[config.mk]
export PLATFORM = sky130hd
export DESIGN_NAME = cubic_symmetry_orbit_generator_core
export DESIGN_NICKNAME = d
export VERILOG_FILES = /design/src/rtl/core/csog_pkg.sv /design/src/rtl/core/csog_front.sv /design/src/rtl/core/csog_queue.sv /design/src/rtl/core/csog_back.sv /design/src/rtl/core/cubic_symmetry_orbit_generator_core.sv
export SDC_FILE = /design/constraint.sdc
export NUM_CORES = 1
export LEC_CHECK = 0
export BUFFER_PORTS_ARGS = -buffer_cell sky130_fd_sc_hd__buf_2
export CORE_MARGIN = 3
export CORE_UTILIZATION = 50
export DETAILED_ROUTE_END_ITERATION = 10
export PLACE_DENSITY = 0.67
export SLEW_MARGIN = 25
export SYNTH_ARGS = -nofsm -noshare
export SYNTH_HDL_FRONTEND = slang
export SYNTH_HIERARCHICAL = 1
export SYNTH_SLANG_ARGS = --single-unit
export TNS_END_PERCENT = 20
[constraint.sdc]
create_clock -name clk -period 7 [get_ports clk]
set_input_delay 1.05 -clock clk [delete_from_list [all_inputs] [get_ports clk]]
set_output_delay 1.05 -clock clk [all_outputs]
set_load 0.005 [all_outputs]
[src/rtl/core/csog_pkg.sv]
`default_nettype none
package csog_pkg;

	localparam int COORD_BITS = 16;
	localparam int DATA_W     = ((3 * COORD_BITS + 7) / 8) * 8;
	localparam int Q_DEPTH    = 4;
	localparam int Q_PTR_W    = $clog2(Q_DEPTH);
	localparam int IDX_W      = 6;

	typedef logic signed [COORD_BITS-1:0] coord_t;

	localparam coord_t COORD_MIN = {1'b1, {(COORD_BITS-1){1'b0}}};
	localparam coord_t COORD_MAX = ~COORD_MIN;

	typedef enum logic [2:0] {
		CLS_1,
		CLS_6,
		CLS_12,
		CLS_24Z,
		CLS_8,
		CLS_24AB,
		CLS_24BC,
		CLS_48
	} cls_t;

	// sorted triple a <= b <= c plus its orbit class
	typedef struct packed {
		coord_t a;
		coord_t b;
		coord_t c;
		cls_t   cls;
	} entry_t;

	typedef struct packed {
		logic full;
		logic nempty;
	} qstat_t;

	// image component codes: zero, +-a, +-b, +-c
	typedef logic [2:0] code_t;
	localparam code_t ZR = 3'd0;
	localparam code_t PA = 3'd1;
	localparam code_t PB = 3'd2;
	localparam code_t PC = 3'd3;
	localparam code_t NC = 3'd5;
	localparam code_t NB = 3'd6;
	localparam code_t NA = 3'd7;

	typedef struct packed {
		code_t x;
		code_t y;
		code_t z;
	} row_t;

	localparam row_t TAB6 [6] = '{
		'{ZR,ZR,PC}, '{ZR,PC,ZR}, '{PC,ZR,ZR}, '{ZR,ZR,NC}, '{ZR,NC,ZR}, '{NC,ZR,ZR}};

	localparam row_t TAB12 [12] = '{
		'{ZR,PB,PB}, '{PB,ZR,PB}, '{PB,PB,ZR}, '{ZR,PB,NB}, '{PB,ZR,NB}, '{PB,NB,ZR},
		'{ZR,NB,PB}, '{NB,ZR,PB}, '{NB,PB,ZR}, '{ZR,NB,NB}, '{NB,ZR,NB}, '{NB,NB,ZR}};

	localparam row_t TAB24Z [24] = '{
		'{ZR,PB,PC}, '{PB,ZR,PC}, '{PB,PC,ZR}, '{ZR,PB,NC}, '{PB,ZR,NC}, '{PB,NC,ZR},
		'{ZR,NB,PC}, '{NB,ZR,PC}, '{NB,PC,ZR}, '{ZR,NB,NC}, '{NB,ZR,NC}, '{NB,NC,ZR},
		'{ZR,PC,PB}, '{PC,ZR,PB}, '{PC,PB,ZR}, '{ZR,PC,NB}, '{PC,ZR,NB}, '{PC,NB,ZR},
		'{ZR,NC,PB}, '{NC,ZR,PB}, '{NC,PB,ZR}, '{ZR,NC,NB}, '{NC,ZR,NB}, '{NC,NB,ZR}};

	localparam row_t TAB8 [8] = '{
		'{PA,PA,PA}, '{PA,PA,NA}, '{PA,NA,PA}, '{NA,PA,PA},
		'{PA,NA,NA}, '{NA,PA,NA}, '{NA,NA,PA}, '{NA,NA,NA}};

	localparam row_t TAB24AB [24] = '{
		'{PA,PA,PC}, '{PA,PC,PA}, '{PC,PA,PA}, '{PA,PA,NC}, '{PA,NC,PA}, '{NC,PA,PA},
		'{NA,PA,PC}, '{NA,PC,PA}, '{PC,NA,PA}, '{NA,PA,NC}, '{NA,NC,PA}, '{NC,NA,PA},
		'{PA,NA,PC}, '{PA,PC,NA}, '{PC,PA,NA}, '{PA,NA,NC}, '{PA,NC,NA}, '{NC,PA,NA},
		'{NA,NA,PC}, '{NA,PC,NA}, '{PC,NA,NA}, '{NA,NA,NC}, '{NA,NC,NA}, '{NC,NA,NA}};

	localparam row_t TAB24BC [24] = '{
		'{PA,PB,PB}, '{PB,PA,PB}, '{PB,PB,PA}, '{PA,PB,NB}, '{PB,PA,NB}, '{PB,NB,PA},
		'{PA,NB,PB}, '{NB,PA,PB}, '{NB,PB,PA}, '{PA,NB,NB}, '{NB,PA,NB}, '{NB,NB,PA},
		'{NA,PB,PB}, '{PB,NA,PB}, '{PB,PB,NA}, '{NA,PB,NB}, '{PB,NA,NB}, '{PB,NB,NA},
		'{NA,NB,PB}, '{NB,NA,PB}, '{NB,PB,NA}, '{NA,NB,NB}, '{NB,NA,NB}, '{NB,NB,NA}};

	localparam row_t TAB48 [48] = '{
		'{PA,PB,PC}, '{PB,PA,PC}, '{PB,PC,PA}, '{PA,PB,NC}, '{PB,PA,NC}, '{PB,NC,PA},
		'{PA,NB,PC}, '{NB,PA,PC}, '{NB,PC,PA}, '{PA,NB,NC}, '{NB,PA,NC}, '{NB,NC,PA},
		'{PA,PC,PB}, '{PC,PA,PB}, '{PC,PB,PA}, '{PA,PC,NB}, '{PC,PA,NB}, '{PC,NB,PA},
		'{PA,NC,PB}, '{NC,PA,PB}, '{NC,PB,PA}, '{PA,NC,NB}, '{NC,PA,NB}, '{NC,NB,PA},
		'{NA,PB,PC}, '{PB,NA,PC}, '{PB,PC,NA}, '{NA,PB,NC}, '{PB,NA,NC}, '{PB,NC,NA},
		'{NA,NB,PC}, '{NB,NA,PC}, '{NB,PC,NA}, '{NA,NB,NC}, '{NB,NA,NC}, '{NB,NC,NA},
		'{NA,PC,PB}, '{PC,NA,PB}, '{PC,PB,NA}, '{NA,PC,NB}, '{PC,NA,NB}, '{PC,NB,NA},
		'{NA,NC,PB}, '{NC,NA,PB}, '{NC,PB,NA}, '{NA,NC,NB}, '{NC,NA,NB}, '{NC,NB,NA}};

	function automatic row_t img_row(input cls_t cls, input logic [IDX_W-1:0] idx);
		row_t r;
		r = '{ZR, ZR, ZR};
		unique case (cls)
			CLS_1:    r = '{ZR, ZR, ZR};
			CLS_6:    r = TAB6[idx[2:0]];
			CLS_12:   r = TAB12[idx[3:0]];
			CLS_24Z:  r = TAB24Z[idx[4:0]];
			CLS_8:    r = TAB8[idx[2:0]];
			CLS_24AB: r = TAB24AB[idx[4:0]];
			CLS_24BC: r = TAB24BC[idx[4:0]];
			CLS_48:   r = TAB48[idx];
		endcase
		return r;
	endfunction

	function automatic logic [IDX_W-1:0] last_idx(input cls_t cls);
		logic [IDX_W-1:0] n;
		n = '0;
		unique case (cls)
			CLS_1:    n = IDX_W'(0);
			CLS_6:    n = IDX_W'(5);
			CLS_12:   n = IDX_W'(11);
			CLS_24Z:  n = IDX_W'(23);
			CLS_8:    n = IDX_W'(7);
			CLS_24AB: n = IDX_W'(23);
			CLS_24BC: n = IDX_W'(23);
			CLS_48:   n = IDX_W'(47);
		endcase
		return n;
	endfunction

endpackage
`default_nettype wire

[src/rtl/core/csog_front.sv]
`default_nettype none
module csog_front (
	input  wire logic                                 clk,
	input  wire logic                                 arst_n,
	input  wire logic                                 in_valid,
	output logic                                      in_ready,
	input  wire csog_pkg::coord_t                     in_v0,
	input  wire csog_pkg::coord_t                     in_v1,
	input  wire csog_pkg::coord_t                     in_v2,
	input  wire csog_pkg::qstat_t                     qstat,
	output logic                                      push,
	output csog_pkg::entry_t                          push_entry
);
	import csog_pkg::*;

	logic   valid_s1;
	coord_t lo_s1, hi_s1, v2_s1;
	coord_t m1, a, b, c;
	cls_t   cls;

	assign push     = valid_s1 && !qstat.full;
	assign in_ready = !valid_s1 || !qstat.full;

	always_ff @(posedge clk or negedge arst_n) begin
		if (!arst_n) begin
			valid_s1 <= 1'b0;
		end else if (in_valid && in_ready) begin
			valid_s1 <= 1'b1;
		end else if (push) begin
			valid_s1 <= 1'b0;
		end
	end

	// first compare-and-swap sits ahead of the stage register
	always_ff @(posedge clk) begin
		if (in_valid && in_ready) begin
			lo_s1 <= (in_v0 > in_v1) ? in_v1 : in_v0;
			hi_s1 <= (in_v0 > in_v1) ? in_v0 : in_v1;
			v2_s1 <= in_v2;
		end
	end

	always_comb begin
		m1 = (hi_s1 > v2_s1) ? v2_s1 : hi_s1;
		c  = (hi_s1 > v2_s1) ? hi_s1 : v2_s1;
		a  = (lo_s1 > m1) ? m1 : lo_s1;
		b  = (lo_s1 > m1) ? lo_s1 : m1;
	end

	always_comb begin
		priority if (a == '0) begin
			if (b == '0) begin
				cls = (c == '0) ? CLS_1 : CLS_6;
			end else begin
				cls = (b == c) ? CLS_12 : CLS_24Z;
			end
		end else if (a == b && b == c) begin
			cls = CLS_8;
		end else if (a == b) begin
			cls = CLS_24AB;
		end else if (b == c) begin
			cls = CLS_24BC;
		end else begin
			cls = CLS_48;
		end
	end

	assign push_entry = '{a: a, b: b, c: c, cls: cls};

endmodule
`default_nettype wire

[src/rtl/core/csog_queue.sv]
`default_nettype none
module csog_queue (
	input  wire logic              clk,
	input  wire logic              arst_n,
	input  wire logic              push,
	input  wire csog_pkg::entry_t  push_entry,
	input  wire logic              pop,
	output csog_pkg::entry_t       pop_entry,
	output csog_pkg::qstat_t       qstat
);
	import csog_pkg::*;

	entry_t             mem_q [Q_DEPTH];
	logic [Q_PTR_W-1:0] wr_q, rd_q;
	logic [Q_PTR_W:0]   cnt_q;

	assign qstat.full   = (cnt_q == (Q_PTR_W+1)'(Q_DEPTH));
	assign qstat.nempty = (cnt_q != '0);
	assign pop_entry    = mem_q[rd_q];

	always_ff @(posedge clk or negedge arst_n) begin
		if (!arst_n) begin
			wr_q  <= '0;
			rd_q  <= '0;
			cnt_q <= '0;
		end else begin
			if (push) begin
				wr_q <= (wr_q == Q_PTR_W'(Q_DEPTH - 1)) ? '0 : wr_q + 1'b1;
			end
			if (pop) begin
				rd_q <= (rd_q == Q_PTR_W'(Q_DEPTH - 1)) ? '0 : rd_q + 1'b1;
			end
			unique case ({push, pop})
				2'b10:   cnt_q <= cnt_q + 1'b1;
				2'b01:   cnt_q <= cnt_q - 1'b1;
				default: cnt_q <= cnt_q;
			endcase
		end
	end

	always_ff @(posedge clk) begin
		if (push) begin
			mem_q[wr_q] <= push_entry;
		end
	end

endmodule
`default_nettype wire

[src/rtl/core/csog_back.sv]
`default_nettype none
module csog_back (
	input  wire logic              clk,
	input  wire logic              arst_n,
	input  wire csog_pkg::qstat_t  qstat,
	input  wire csog_pkg::entry_t  pop_entry,
	output logic                   pop,
	output logic                   busy,
	output logic                   out_valid,
	input  wire logic              out_ready,
	output csog_pkg::coord_t       out_x,
	output csog_pkg::coord_t       out_y,
	output csog_pkg::coord_t       out_z,
	output logic                   out_last
);
	import csog_pkg::*;

	logic               busy_q, ovalid_q, olast_q;
	logic [IDX_W-1:0]   idx_q;
	cls_t               cls_q;
	coord_t             a_q, b_q, c_q, na_q, nb_q, nc_q;
	coord_t             ox_q, oy_q, oz_q;
	logic               load, last;
	row_t               row;

	function automatic coord_t neg_sat(input coord_t v);
		return (v == COORD_MIN) ? COORD_MAX : -v;
	endfunction

	function automatic coord_t pick(input code_t code, input coord_t a, input coord_t b,
			input coord_t c, input coord_t na, input coord_t nb, input coord_t nc);
		coord_t r;
		r = '0;
		unique case (code)
			PA:      r = a;
			PB:      r = b;
			PC:      r = c;
			NA:      r = na;
			NB:      r = nb;
			NC:      r = nc;
			default: r = '0;
		endcase
		return r;
	endfunction

	assign load = busy_q && (!ovalid_q || out_ready);
	assign last = (idx_q == last_idx(cls_q));
	assign pop  = qstat.nempty && (!busy_q || (load && last));
	assign row  = img_row(cls_q, idx_q);

	assign busy      = busy_q;
	assign out_valid = ovalid_q;
	assign out_x     = ox_q;
	assign out_y     = oy_q;
	assign out_z     = oz_q;
	assign out_last  = olast_q;

	always_ff @(posedge clk or negedge arst_n) begin
		if (!arst_n) begin
			busy_q   <= 1'b0;
			ovalid_q <= 1'b0;
			idx_q    <= '0;
		end else begin
			if (pop) begin
				busy_q <= 1'b1;
				idx_q  <= '0;
			end else if (load) begin
				idx_q <= idx_q + 1'b1;
				if (last) begin
					busy_q <= 1'b0;
				end
			end
			if (load) begin
				ovalid_q <= 1'b1;
			end else if (out_ready) begin
				ovalid_q <= 1'b0;
			end
		end
	end

	// negated copies are formed once per item, off the table walk
	always_ff @(posedge clk) begin
		if (pop) begin
			a_q   <= pop_entry.a;
			b_q   <= pop_entry.b;
			c_q   <= pop_entry.c;
			na_q  <= neg_sat(pop_entry.a);
			nb_q  <= neg_sat(pop_entry.b);
			nc_q  <= neg_sat(pop_entry.c);
			cls_q <= pop_entry.cls;
		end
		if (load) begin
			ox_q    <= pick(row.x, a_q, b_q, c_q, na_q, nb_q, nc_q);
			oy_q    <= pick(row.y, a_q, b_q, c_q, na_q, nb_q, nc_q);
			oz_q    <= pick(row.z, a_q, b_q, c_q, na_q, nb_q, nc_q);
			olast_q <= last;
		end
	end

endmodule
`default_nettype wire

[src/rtl/core/cubic_symmetry_orbit_generator_core.sv]
// Cubic symmetry orbit generator.
// Input stream s_axis: one beat carries a lattice vector (three signed components).
// Output stream m_axis: the signed permutations of that vector in fixed table order,
// one beat each, tlast on the final image of the orbit. An input yields 1, 6, 8, 12,
// 24 or 48 output beats depending on zeros and repeats among the sorted components.
// Path: sort stage, queue write, queue read into the generator, output register.
// Throughput: the generator emits one image per cycle unless a low m_axis_tready holds
// the output register, so an input occupies it for 1 to 48 images (48 when the sorted
// components are all distinct and the smallest is nonzero); that table walk sets the
// sustained rate. The front sorts and classifies one beat per cycle while the queue
// has room and parks results in a 4-entry queue, so inputs keep being taken while the
// generator works.
// Back-pressure: a low m_axis_tready holds the output register; the generator and then
// the queue fill, and s_axis_tready drops once the queue and the sort stage are full.
// Reset: arst_n clears all valid state; no beat is lost or duplicated across stalls.
`default_nettype none
module cubic_symmetry_orbit_generator_core (
	input  wire logic                          clk,
	input  wire logic                          arst_n,
	input  wire logic                          s_axis_tvalid,
	output logic                               s_axis_tready,
	// first_value, second_value, third_value (lowest bits first)
	input  wire logic [csog_pkg::DATA_W-1:0]   s_axis_tdata,
	output logic                               m_axis_tvalid,
	input  wire logic                          m_axis_tready,
	// out_x, out_y, out_z (lowest bits first)
	output logic [csog_pkg::DATA_W-1:0]        m_axis_tdata,
	output logic                               m_axis_tlast
);
	import csog_pkg::*;

	qstat_t qstat;
	entry_t push_entry, pop_entry;
	logic   push, pop, busy;
	coord_t out_x, out_y, out_z;

	csog_front u_front (
		.clk        (clk),
		.arst_n     (arst_n),
		.in_valid   (s_axis_tvalid),
		.in_ready   (s_axis_tready),
		.in_v0      (coord_t'(s_axis_tdata[COORD_BITS-1:0])),
		.in_v1      (coord_t'(s_axis_tdata[2*COORD_BITS-1:COORD_BITS])),
		.in_v2      (coord_t'(s_axis_tdata[3*COORD_BITS-1:2*COORD_BITS])),
		.qstat      (qstat),
		.push       (push),
		.push_entry (push_entry)
	);

	csog_queue u_queue (
		.clk        (clk),
		.arst_n     (arst_n),
		.push       (push),
		.push_entry (push_entry),
		.pop        (pop),
		.pop_entry  (pop_entry),
		.qstat      (qstat)
	);

	csog_back u_back (
		.clk       (clk),
		.arst_n    (arst_n),
		.qstat     (qstat),
		.pop_entry (pop_entry),
		.pop       (pop),
		.busy      (busy),
		.out_valid (m_axis_tvalid),
		.out_ready (m_axis_tready),
		.out_x     (out_x),
		.out_y     (out_y),
		.out_z     (out_z),
		.out_last  (m_axis_tlast)
	);

	assign m_axis_tdata = DATA_W'({out_z, out_y, out_x});

`ifndef SYNTHESIS
	// a full queue means the generator already holds an item
	a_full_busy: assert property (@(posedge clk) disable iff (!arst_n)
		qstat.full |-> busy)
		else $error("queue full while generator idle");

	// no bubble inside one orbit
	a_no_gap: assert property (@(posedge clk) disable iff (!arst_n)
		m_axis_tvalid && m_axis_tready && !m_axis_tlast |=> m_axis_tvalid)
		else $error("gap inside an orbit");

	// only the all-zero orbit has a zero image, and it is a single beat
	a_zero_last: assert property (@(posedge clk) disable iff (!arst_n)
		m_axis_tvalid && out_x == '0 && out_y == '0 && out_z == '0 |-> m_axis_tlast)
		else $error("zero image without tlast");
`endif

endmodule
`default_nettype wire

Word level (Yosys, flattened, before mapping)
Memory sizes are Yosys's and may differ from the RTL's. A register that Yosys moved wholly into a read port is not among the register bits.
Index checks and enable logic that the tools add are counted.

storage, ports and cells
  memories = 9
  logic and storage cells = 155
  memory bits (read-only) = 1776
  flip-flop bits (word level) = 212
  input bits = 52
  output and inout port bits = 51
  memory bits (writable) = 204

cells by class
  magnitude comparators = 7
  bitwise operators = 4
  mux-type cells = 46
  $add $sub $neg = 8
  reduce and logical (&&, ||, !) cells = 24
  eq/ne operators = 36

memory list
  memory           words  width  read ports  clocked after Yosys merged registers in  wr ports  line              source
  (no name shown)  64     9      1           0                                        0         csog_pkg.sv:105   CLS_48: r = TAB48[idx];
  (no name shown)  32     9      1           0                                        0         csog_pkg.sv:104   CLS_24BC: r = TAB24BC[idx[4:0]];
  (no name shown)  32     9      1           0                                        0         csog_pkg.sv:101   CLS_24Z: r = TAB24Z[idx[4:0]];
  (no name shown)  32     9      1           0                                        0         csog_pkg.sv:103   CLS_24AB: r = TAB24AB[idx[4:0]];
  u_queue.mem_q    4      51     1           0                                        1         csog_queue.sv:13  entry_t mem_q [Q_DEPTH];
  (no name shown)  16     9      1           0                                        0         csog_pkg.sv:100   CLS_12: r = TAB12[idx[3:0]];
  3 more memories  --     --     --          --                                       --        --

operators by type and width
  operator                                                               number
  16-bit one-hot mux with 6 select lines                                 3
  9-bit 2-to-1 mux                                                       14
  16-bit 2-to-1 mux                                                      6
  9-bit one-hot mux with 8 select lines                                  1
  16-bit equality test, second input constant                            3
  16-bit > comparator                                                    3
  16-bit logical NOT                                                     3
  16-bit negator                                                         3
  3-bit equality test, second input constant                             14
  16-bit equality test                                                   2
  3-bit by 2-bit equality test with 1-bit output, second input constant  8
  3-bit 2-to-1 mux                                                       5
  3-bit by 1-bit equality test with 1-bit output, second input constant  4
  1-bit 2-to-1 mux                                                       12
  6-bit 2-to-1 mux                                                       2
  2-bit nonzero test                                                     5
  7-bit greater-or-equal comparator, second input constant               1
  6-bit NOT with 7-bit output                                            1
  6-bit by 1-bit adder with 6-bit output, second input constant          1
  2-bit equality test, second input constant                             3
  6-bit equality test                                                    1
  6-bit greater-or-equal comparator, second input constant               1
  1-bit logical AND                                                      6
  5-bit NOT with 6-bit output                                            1
  other kinds (15)                                                       22

Logic depth before layout (Yosys ltp)
Gate-level depths: netlist of run 1.

  depth after elaboration = 9
  mapped depth = 23
  mapped depth without buffers = 19

Hierarchy
Netlist of run 1, hierarchy kept.

by module, submodules not included
  module      cells each  instances  sequential area each (um^2)  area each (um^2)
  csog_back   939         1          4764.6                       10107.2
  csog_queue  306         1          6301.0                       7841.3
  csog_front  443         1          1466.4                       4370.4

Worst setup path after synthesis of run 1
OpenSTA, ideal clock, no wires.

  path type = reg2reg
  start = register u_back.idx_q[5]
  end = register u_queue.cnt_q[2]
  required time = 6921 ps
  clock period less this slack = 6023 ps
  arrival = 5944 ps
  setup slack = 977 ps
  stages on the path, launching flop included = 15
  buffers on the path = 3
  library setup time = 79 ps
  path through = dfrtp_1 -> clkbuf_1 -> clkbuf_1 -> xnor2_1 -> nand4_1 -> nor3_1 -> a21bo_2 -> and2_1 -> clkbuf_1 -> ha_1 -> inv_1 -> fa_1 -> xor2_1 -> nor2_1 -> xor2_1

between the ends
  word-level cells in the longest chain between the ends = 6
  elaborated cells on any way between the ends = 8
  those cells by class = eq/ne (3); mux (1); reduce/logical (4)

RTL lines
  item                                                                                   line                                       source
  from (decl)                                                                            csog_back.sv:19                            logic [IDX_W-1:0] idx_q;
  from (signal assigned)                                                                 csog_back.sv:68                            idx_q <= idx_q + 1'b1;
  6-bit equality test *                                                                  csog_back.sv:47                            assign last = (idx_q == last_idx(cls_q));
  net u_back.last                                                                        csog_back.sv:23                            logic load, last;
  1-bit logical AND *                                                                    csog_back.sv:48                            assign pop = qstat.nempty && (!busy_q || (load && last));
  1-bit logical OR *                                                                     csog_back.sv:48
  1-bit logical AND *                                                                    csog_back.sv:48
  net pop                                                                                cubic_symmetry_orbit_generator_core.sv:34  logic push, pop, busy;
  2-bit by 1-bit equality test with 1-bit output or 2-bit equality test (tied branches)  csog_queue.sv:33                           unique case ({push, pop})
  3-bit one-hot mux with 2 select lines or 2-bit nonzero test (tied branches)            --
  to (signal assigned)                                                                   csog_queue.sv:34                           2'b10: cnt_q <= cnt_q + 1'b1;
  to (signal assigned)                                                                   csog_queue.sv:35                           2'b01: cnt_q <= cnt_q - 1'b1;
  to (signal assigned)                                                                   csog_queue.sv:36                           default: cnt_q <= cnt_q;
  to (decl)                                                                              csog_queue.sv:15                           logic [Q_PTR_W:0] cnt_q;

The timed path passes the listed nets; every way through them passes the cells marked *.
A chain may end at the register's enable or synchronous reset.

==> summary.txt, run 1 <==
Cells and area
  • Max reg flops: 204
  • Area growth syn-to-layout: 10.4%
  • Nets: 1,898
  • Multi-input logic area: between 8000 and 9000 um^2
  • Register area: 12,500 um^2
  • Core Util, Final: 56.6%
  • Share of layout cells above drive strength 1: 18.4%
  • # diodes: 0
  • Fillers: 3,590
  • Top reg by flops: u_queue/mem_q

Global routing
  • Initial antenna violation count: 0
  • Pin count of the biggest net entering global routing: 79
  • Vias in the first global route: 14,200
  • GR Overflow Total: 0
  • First-pass GRT wire length: about 85,000 um
  • Total GRT Usage: 23.4%

Synth
  • Post-synth cell types: 91
  • Synthesized area per cell: 13.2 um^2
  • Post-synth net total: 1,813
  • Synthesized flop and latch total: 422
  • Yosys warns: 6
  • Commonest register cell after synthesis: edfxtp_1
  • Synth area leader: edfxtp_1
  • Top cells by area, synth: edfxtp_1 (54%), mux2i_1 (6.3%), mux4_2 (5.3%)
  • Mapped Area: 22,300 um^2
  • Synth top area share: 53.8%
  • Syn Inst Count: roughly 1,700
  • FFs w/ async S/R, synth: 3.79%
  • Sequential area share after synthesis: approximately 56%
  • Post-synth EDFFs: 400

Floorplanning
  • FP Rows: 76
  • Die X: between 200 and 250 um
  • Initial Util: about 51%
  • Die ar.: roughly 47,000 um^2
  • Area of the core: 43,600 um^2
  • Die height: between 200 and 250 um
  • IO Count: around 100

Timing
  • Max Slew Vio Count: 0
  • Fmax: 162 MHz
  • Max_slew headroom: 29.7%
  • Sum Neg Setup Slack: 0 ns
  • RSZ-0062 raised after global routing: false
  • Slew @ Worst Pin: 1.04 ns
  • Clk_skew: 0.0217 ns
  • Tcrit/Tclk final: around 88%
  • Final setup viols: 0
  • Number of hold violations in the final report: 0
  • Tmin final: 6.17 ns

Routing
  • First drt pass iteration count: 5
  • Met2 wire length: 26,000 um
  • Residual DRC: 0
  • Vias: around 14,000
  • Number of vias per cell: 6.04
  • M1 wire length: 23,800 um
  • Antenna-violating nets left: 0
  • Wirelength, routed: 55,200 um
  • WL/cell: approximately 23 um
  • Met3 routed WL: 3560 um
  • Top Layer Used: met4
  • Iter 0 DRT Violations: 1,443

Worst setup path
  • Max stage delay on crit path: around 0.58 ns
  • Crit path cell chain: ha_1 > nand4_1 > a2111o_1 > a41oi_4 > buf_4 > mux2i_1 > ha_1 > nand4_1 > nor3_1 > nand3_1 > a21o_1 > o22ai_4 > buf_4 > mux2i_1 > xnor2_1 > nor4_1 > nand3_1
  • CP Launch Type: flip-flop
  • Critical Path AT: 6.46 ns
  • Worst-path maximum fanout: 27
  • CP Class: flip-flop to flip-flop
  • CP max stage cell: o22ai_4
  • Worst Path Required: 7.29 ns
  • CP endpoint kind: flip-flop

Clock tree
  • CTS tree: built
  • Clk sinks: 422
  • Post-CTS Repair Setup Buffers: 0
  • Root Buffer: clkbuf_16
  • Post_cts resized: 0
  • Clock slew seen by the registers of the worst setup and hold paths: 0.06 ns
  • Max clock buf depth: 3
  • Worst skew pair latency: around 0.6 ns
  • # hold bufs at CTS: 0
  • H-Tree Depth: 2
  • CTS buffer count: 44

Place
  • Gpl congestion: approximately 0.9
  • Hpwl dp: between 30,000 and 40,000 um
  • Port Buffer Count: 102

Power and ir drop
  • Clock power frac: 19.5%
  • Sw Ratio: 38.6%
  • Seq pwr share: 37.1%
  • Internal power: 0.00703 W
  • Power density over the cells: 464 nW/um^2
  • Combinational Power Share: 43.4%
  • Leak: 9.07 nW
  • P_sw: 0.00442 W
  • Worst vdd ir: 0.254 mV

Status
  • Outcome: finished, final reports clean

Hold path
  • Min-Delay Path Class: input pin to async pin

Flow run
  • Maxcap violations: 0
-- worst max-delay path: cells and delay by family (launching register included) --
family | cells | cell delay, ns
DFF | 1 | 0.45
adders and majority gates | 2 | 0.56
buffers and inverters | 2 | 0.73
and+or+nand+nor | 6 | 1.38
AOI/OAI and AO/OA | 4 | 1.76
muxes | 2 | 0.87
xor gates and xnor gates | 1 | 0.11
-- power groups by stage --
| stage | Combinational [W] | Clock [W] | Sequential (W) |
|---|---|---|---|
| finish | 0.00497 | 0.00223 | 0.00424 |
| global route | 0.00537 | 0.00238 | 0.00431 |
| CTS | 0.00495 | 0.00229 | 0.00425 |
| detailed placement | 0.00492 | 0 | 0.00430 |
| global placement | 0.00487 | 0 | 0.00427 |
| floorplan | 0.00366 | 0 | 0.00411 |
-- placed cells by master (no fill, tap or decap), types with 16 or more instances in the layout --
master,synthesis,routed
edfxtp_1,400,400
mux2i_1,141,141
nand2_1,128,128
buf_2,31,102
o21ai_0,80,79
inv_1,74,74
ha_1,72,72
nor2_1,71,71
mux2_2,60,60
mux4_2,53,53
a21oi_1,46,46
clkbuf_16,0,45
xor2_1,37,37
nor3_1,33,33
xnor2_1,31,31
buf_4,6,29
nand3_1,28,28
o22a_1,23,23
nand4_1,20,20
nand2b_1,20,20
nor2b_1,19,19
a211oi_1,16,16
o22ai_1,16,16
-- per-layer routing --
layer	track usage, %	up-vias
met2	37.4	511
met4	8.96	0
met5	0	-
li1	-	6683
met1	32.4	7157
met3	3.87	100
-- metrics by stage --
| step | worst slack (ns) | std cells | cell area (um^2) | hold slack [ns] | total power [W] |
|---|---|---|---|---|---|
| final | 0.831 | 2393 | 24600 | 0.377 | 0.0114 |
| after global routing | 0.373 | 2393 | 24600 | 0.399 | 0.0121 |
| after CTS | 0.901 | 2393 | 24600 | 0.364 | 0.0115 |
| after detailed placement | 0.925 | 2312 | 23300 | 0.459 | 0.00922 |
| after global placement | 1.12 | 2312 | 23300 | 0.452 | 0.00914 |
| after floorplan | 0.977 | 1688 | 22300 | 0.439 | 0.00777 |
-- Yosys cell counts (15+ instances only) --
| cell type | n |
|---|---|
| nor2b_1 | 19 |
| o22a_1 | 23 |
| o21ai_0 | 80 |
| xnor2_1 | 31 |
| a21oi_1 | 46 |
| nand3_1 | 28 |
| edfxtp_1 | 400 |
| ha_1 | 72 |
| inv_1 | 74 |
| nor3_1 | 33 |
| mux2_2 | 60 |
| xor2_1 | 37 |
| nor2_1 | 71 |
| nand4_1 | 20 |
| o22ai_1 | 16 |
| nand2_1 | 128 |
| mux2i_1 | 141 |
| a31oi_1 | 15 |
| buf_2 | 31 |
| mux4_2 | 53 |
| dfrtp_1 | 16 |
| clkbuf_1 | 37 |
| nand2b_1 | 20 |
| a211oi_1 | 16 |
-- cell type report --
cell class / instances / share of cell area, %
sequential: 422 / 50.9
clock buffer: 56 / 4.74
timing repair buffer: 131 / 2.96
clock inverter: 25 / 0.828
tap: 585 / 2.97
multi-input combinational: 1098 / 36.5
inverter: 76 / 1.16
-- worst paths after layout --
check	start	to	slack (ns)	cells after the start
worst max register to register	u_front/hi_s1[6]	u_queue/mem_q[0][0]	0.83	17
worst max-delay path	u_front/hi_s1[6]	u_queue/mem_q[0][0]	0.83	17
worst min register to register	u_back/busy	u_back/out_valid	0.47	1
min in group clk	u_back/busy	u_back/out_valid	0.47	1
worst min-delay path	arst_n	u_back/idx_q[4]	0.38	1
max in group asynchronous	arst_n	u_queue/rd_q[0]	6.32	1
-- cell families (layout without fill, tap and decap cells) --
logic type               Yosys count  after routing  synth area share [%]
buffers and inverters            168            288                  3.77
adder cells (fa/ha/maj)           75             75                  4.22
AO/OA/AOI/OAI                    306            306                  9.42
XOR/XNOR                          68             68                  2.67
AND/OR/NAND/NOR                  391            391                  8.66
multiplexers                     258            258                  15.1
flip-flops                       422            422                  56.1
Note: power is estimated with default switching activity, not from simulation.
==> run 2, diff against run 1 <==
- PLACE_DENSITY: 0.67 -> 0.7
- SKIP_LAST_GASP: unset -> 1
- clock period: 7 -> 5.2 ns (I/O delays scaled with it)
==> run 2 against run 1 <==
Clock-buffer cell count shrank 3; register-to-register slack got worse by 0.62 ns; clock power grew 34%; sequential share of layout area down 1.6 points; flip-flop and latch count unchanged; critical path depth increased by 2; non-clock buffer count is 80 higher; global-route usage about the same; via count is 3.3% higher; first-iteration DRC count fell by 18%; total power up 39%.
==> summary.txt, run 2 (synthesis gave the netlist of run 1 again) <==
Timing
  • Tmin final: 4.99 ns
  • Final setup viols: 0
  • RSZ-0062 raised after global routing: true
  • Max_slew headroom: 28.9%
  • Fmax: 200 MHz
  • Slew @ Worst Pin: about 1.1 ns
  • Tcrit/Tclk final: approximately 96%
  • Max Slew Vio Count: 0
  • Number of hold violations in the final report: 0
  • Hold Worst Slack: 0.133 ns
  • Clk_skew: 0.0207 ns

Cells and area
  • Top reg by flops: u_queue/mem_q
  • Max reg flops: ~200
  • Core Util, Final: 58.4%
  • Layout Cells excl Fill: between 2,000 and 2,500
  • Most common cell after layout, fill and taps aside: edfxtp_1
  • Nets: a little under 2,000
  • Share of layout cells above drive strength 1: approximately 22%
  • # diodes: 0
  • Commonest cells after routing, fill and taps aside: edfxtp_1 (400), mux2i_1 (138), nand2_1 (128), buf_2 (102), buf_4 (99)
  • Area growth syn-to-layout: 14.0%

Worst setup path
  • Worst-path maximum fanout: 25
  • Max stage delay on crit path: slightly below 0.7 ns
  • Crit path cell chain: ha_1 > nand4_1 > o41ai_2 > and2_1 > a41oi_4 > buf_12 > nand2_1 > o21ai_0 > ha_1 > maj3_1 > nor2_1 > mux2i_1 > o2bb2ai_2 > o22ai_4 > buf_12 > buf_6 > buf_4 > buf_4 > o21ai_0
  • CP Class: flip-flop to flip-flop
  • CP max stage cell: o21ai_0
  • CP delay by family, top: compound AO/OA/AOI/OAI gates
  • Worst Path Required: about 5.5 ns
  • Bufs and invs on worst path: 5
  • Critical Path AT: 5.24 ns
  • CP endpoint kind: flip-flop
  • CP Launch Type: flip-flop

Routing
  • Residual DRC: 0
  • First drt pass iteration count: 5
  • WL/cell: ~22 um
  • Antenna-violating nets left: 0
  • Number of vias per cell: between 6 and 7
  • Wirelength, routed: between 50,000 and 60,000 um
  • Iter 0 DRT Violations: about 1,200
  • Vias: 14,900

Place
  • Placed insts: roughly 2,400
  • Port Buffer Count: between 100 and 150
  • Hpwl dp: 39,700 um
  • Gpl congestion: 0.918

Clock tree
  • CTS buffer count: 43
  • Max clock buf depth: 3
  • Root Buffer: clkbuf_16
  • H-Tree Depth: 2
  • Clk sinks: 422
  • CTS tree: built
  • Worst skew pair latency: 0.58 ns
  • Clock slew seen by the registers of the worst setup and hold paths: 0.06 ns

Power and ir drop
  • Sw Ratio: 37.6%
  • Internal power: 0.00990 W
  • Power density over the cells: 624 nW/um^2
  • Worst vdd ir: around 0.3 mV
  • Combinational Power Share: 45.3%
  • Leak: 9.48 nW
  • P_sw: 0.00597 W
  • Pwr Total: 0.0159 W
  • Seq pwr share: between 30% and 40%
  • Clock power frac: about a fifth

Floorplanning
  • Die height: 217 um
  • Initial Util: 51.2%
  • IO Count: 103
  • Die ar.: between 40,000 and 50,000 um^2
  • Die X: 217 um
  • FP Rows: 76
  • Area of the core: 43,600 um^2

Global routing
  • Pin count of the biggest net entering global routing: between 70 and 80
  • Vias in the first global route: between 10,000 and 15,000
  • Initial antenna violation count: 0
  • First-pass GRT wire length: 85,400 um
  • GR Overflow Total: 0
  • Total GRT Usage: 23.4%

Status
  • Outcome: finished, final reports clean

Flow run
  • Maxcap violations: 0

Hold path
  • Min-Delay Path Class: input pin to async pin
[run 2: cell count changes in the layout (fill, tap and decap cells not counted), moves of 3 or more]
cell     previous run  this run
ha_1               72        68
buf_12              0         6
mux2i_1           141       138
buf_4              29        99
ha_4                0         4
buf_6               0         3
[run 2: path summary, 6_finish.rpt]
check                                 start              endpoint  slack, ns  cells past startpoint
max in group asynchronous            arst_n       u_queue/rd_q[0]       4.74                      1
min reg2reg                     u_back/busy      u_back/out_valid       0.47                      1
max reg2reg                u_front/hi_s1[4]  u_queue/mem_q[0][46]       0.21                     19
min in group clk           s_axis_tdata[37]      u_front/v2_s1[5]       0.39                      1
min                                  arst_n      u_front/valid_s1       0.13                      1
max                        u_front/hi_s1[4]  u_queue/mem_q[0][46]       0.21                     19
[run 2: repair_timing]
action	4_1_cts	5_1_grt
hold buffers	0	0
endpoints found under the setup margin	4	20
pin swaps	1	18
setup buffers	4	12
cloned	0	1
gates resized for setup	0	19
[run 2: cell type report]
| cell class | instances | area [um^2] |
|---|---|---|
| Timing Repair Buffer | 211 | 1430 |
| Inverter | 76 | 285 |
| Sequential cell | 422 | 12500 |
| Tap cell | 585 | 732 |
| Fill cell | 3480 | 18100 |
| Clock buffer | 53 | 1130 |
| Clock inverter | 23 | 225 |
| Multi-Input combinational cell | 1098 | 9090 |
[run 2: stage by stage]
stage	setup slack, ns	instance area, um^2	setup TNS (ns)
detailed placement	-0.104	23800	-0.414
global route	-0.0532	25400	-0.386
finish	0.210	25400	0
floorplan	-0.0774	22300	-0.310
CTS	0.0125	25200	0
global placement	0.0772	23800	0
[run 2: per-layer routing]
| metal | global-route usage (%) | up-vias | part of all wire (%) |
|---|---|---|---|
| met5 | 0 | - | 0 |
| met4 | 8.76 | 0 | 3.2 |
| met3 | 3.41 | 120 | 6.5 |
| met2 | 38.7 | 597 | 48 |
| met1 | 31.7 | 7359 | 42 |
| li1 | - | 6851 | - |
[run 2: power by group through the flow]
stage | Combinational (W) | Sequential (W) | Clock [W]
final | 0.00719 | 0.00569 | 0.00299
after global routing | 0.00778 | 0.00579 | 0.00318
after CTS | 0.00701 | 0.00570 | 0.00305
after detailed placement | 0.00696 | 0.00576 | 0
after global placement | 0.00686 | 0.00572 | 0
after floorplan | 0.00493 | 0.00553 | 0
[run 2: worst register-to-register path, stage by stage, from the launching register on]
cell and delay [ns]:
edfxtp_1 0.42, ha_1 0.31, nand4_1 0.17, o41ai_2 0.41, and2_1 0.24, a41oi_4 0.08, buf_12 0.22, nand2_1 0.07
o21ai_0 0.22, ha_1 0.31, maj3_1 0.34, nor2_1 0.12, mux2i_1 0.09, o2bb2ai_2 0.25, o22ai_4 0.14, buf_12 0.16
buf_6 0.11, buf_4 0.12, buf_4 0.19, o21ai_0 0.69
==> run 3, diff against run 2 <==
- ABC_AREA: unset -> 1
- PLACE_DENSITY: 0.7 -> 0.69
==> run 3 against run 2 <==
Largest power group unchanged; clock power up 12%; cell count up 50%; clock skew up 0.0012 ns; worst setup slack better by 0.18 ns; global-route usage up 3.1 points; total power up 33%; critical endpoint is now u_queue/mem_q[3][1]; critical path depth up 7.
==> summary.txt, run 3 <==
Timing
  • Slew @ Worst Pin: roughly 1.1 ns
  • Fmax: 208 MHz
  • RSZ-0062 raised after global routing: false
  • Final setup viols: 0
  • Clk_skew: 0.0219 ns
  • Tcrit/Tclk final: 92.5%
  • Number of hold violations in the final report: 0
  • Tmin final: 4.81 ns
  • Max_slew headroom: 24.4%
  • Max Slew Vio Count: 0

Routing
  • WL/cell: 19.6 um
  • First drt pass iteration count: 8
  • Vias: 21,000
  • Residual DRC: 0
  • Wirelength, routed: 72,500 um
  • Antenna-violating nets left: 0
  • Iter 0 DRT Violations: roughly 2,400
  • Number of vias per cell: 5.69

Synth
  • Mapped Area: roughly 26,000 um^2
  • Sequential area share after synthesis: between 40% and 50%
  • Post-synth EDFFs: 400
  • Synth area leader: edfxtp_1
  • Synthesized flop and latch total: 422
  • List of most frequent post-synthesis cells: nand2_1 (855), edfxtp_1 (400), inv_1 (353), nand4_1 (239), nor2_1 (201)
  • Commonest register cell after synthesis: edfxtp_1
  • Post-synth net total: 3,028
  • Yosys warns: 6
  • Synthesized area per cell: 8.81 um^2
  • Count leader, synth: nand2_1
  • Synth top area share: between 40% and 50%
  • Syn Inst Count: 2,903
  • FFs w/ async S/R, synth: about 3.8%
  • Post-synth cell types: 58
  • Top cells by area, synth: edfxtp_1 (47%), nand2_1 (13%), nand4_1 (5.8%)

Power and ir drop
  • Leak: 12.9 nW
  • Worst vdd ir: 0.557 mV
  • Power density over the cells: approximately 750 nW/um^2
  • Pwr Total: around 0.021 W

Clock tree
  • Max clock buf depth: 3
  • H-Tree Depth: 2
  • # hold bufs at CTS: 0
  • Worst skew pair latency: 0.59 ns
  • Clk sinks: 422
  • Root Buffer: clkbuf_16
  • CTS tree: built
  • CTS buffer count: 46
  • Clock slew seen by the registers of the worst setup and hold paths: 0.06 ns

Place
  • Port Buffer Count: slightly above 100
  • Cell area after placement: 26,500 um^2
  • Hpwl dp: just over 50,000 um
  • Gpl congestion: roughly 0.94

Worst setup path
  • CP Class: flip-flop to flip-flop
  • Crit-path most repeated cell: nand2_1
  • R2R setup slack: approximately 0.39 ns
  • CP Launch Type: flip-flop
  • Worst Path Required: between 5 and 6 ns
  • Critical Path AT: between 5 and 6 ns
  • CP endpoint kind: flip-flop
  • Max stage delay on crit path: 0.42 ns
  • CP max stage cell: edfxtp_1
  • Worst-path maximum fanout: 23

Floorplanning
  • FP Rows: 82
  • Die X: around 230 um
  • Initial Util: 50.8%
  • IO Count: 103
  • Die ar.: 53,900 um^2
  • Area of the core: 50,400 um^2
  • Die height: ~230 um

Status
  • Outcome: finished, final reports clean

Cells and area
  • Multi-input logic area: 10,700 um^2
  • Most common cell after layout, fill and taps aside: nand2_1
  • Register area: 12,500 um^2
  • Max reg flops: 204
  • # diodes: 0
  • Top reg by flops: u_queue/mem_q
  • Area growth syn-to-layout: 10.5%
  • Fillers: between 4,000 and 5,000
  • Share of layout cells above drive strength 1: 16.8%
  • Nets: 3,108
  • Final design instance area without fill: between 20,000 and 30,000 um^2
  • Commonest cells after routing, fill and taps aside: nand2_1 (853), edfxtp_1 (400), inv_1 (347), nand4_1 (239), nor2_1 (200)

Global routing
  • Total GRT Usage: 26.6%
  • First-pass GRT wire length: 112,000 um
  • Initial antenna violation count: 0
  • GR Overflow Total: 0
  • Pin count of the biggest net entering global routing: 108
  • Vias in the first global route: 19,500

Hold path
  • Min-Delay Path Class: input pin to async pin

Flow run
  • Maxcap violations: 0
==> run 3: worst max-delay path, delay by kind of cell (launching register included) <==
family	cells	cell delay, ns
AO/OA/AOI/OAI	4	0.90
adder cells (fa/ha/maj)	2	0.75
buffers and inverters	3	0.51
flip-flops	1	0.42
AND/OR/NAND/NOR	17	1.92
==> run 3: cell families after synthesis <==
family | Yosys count | synth area share (%)
and+or+nand+nor | 1607 | 28.6
buffers and inverters | 521 | 9.65
DFF | 422 | 49.0
AOI/OAI and AO/OA | 254 | 8.21
adders and majority gates | 73 | 3.60
xor gates and xnor gates | 26 | 0.891
==> run 3: through the flow <==
stage / TNS (ns) / setup slack, ns / utilization [%] / hold slack, ns / std cells
floorplan: 0 / 0.433 / - / 0.442 / 2903
global placement: -1.17 / -0.152 / 52.6 / 0.458 / 3601
detailed placement: -1.70 / -0.186 / 52.6 / 0.466 / 3601
CTS: 0 / 0.000567 / 55.7 / 0.100 / 3687
global route: 0 / 0.0309 / 56.1 / 0.141 / 3693
finish: 0 / 0.390 / 56.1 / 0.124 / 3693
==> run 3: path summary, 6_finish.rpt <==
path,from,endpoint,cells past startpoint
max in group asynchronous,arst_n,u_queue/rd_q[1],1
worst max-delay path,u_front/hi_s1[11],u_queue/mem_q[3][1],26
worst min register to register,u_queue/cnt_q[2],u_queue/cnt_q[2],2
min in group clk,s_axis_tdata[42],u_front/v2_s1[10],1
worst max register to register,u_front/hi_s1[11],u_queue/mem_q[3][1],26
worst min-delay path,arst_n,u_back/out_valid,1
==> run 3: cell type report <==
type                            count  area share [%]
Sequential cell                   422            44.4
Multi-Input combinational cell   1962            37.9
Inverter                          365            4.91
Timing Repair Buffer              186            4.30
Clock buffer                       53            4.24
Tap cell                          672            2.98
Clock inverter                     33            1.31
==> run 3: timing repair <==
| item | in CTS | in global routing |
|---|---|---|
| resized for setup | 3 | 29 |
| setup buffers | 0 | 3 |
| endpoints found under the hold margin | 0 | 0 |
| gates cloned | 0 | 3 |
| setup endpoints to repair | 12 | 12 |
| pin swaps | 1 | 4 |
==> run 3: report_power, final <==
part	internal (W)	switching [W]	total, W
Combinational	0.00320	0.00813	0.0113
Sequential	0.00571	0.000695	0.00641
Clock	0.00197	0.00137	0.00334
==> run 3: routing by layer <==
layer / GRT usage [%] / part of all wire, % / vias up / wire length [um]
met5: 0 / 0 / - / 0
met4: 9.72 / 3.5 / 0 / 2540
met2: 44.6 / 48 / 913 / 35100
li1: - / - / 10000 / -
met3: 4.20 / 7.0 / 169 / 5080
met1: 34.9 / 41 / 9923 / 29800
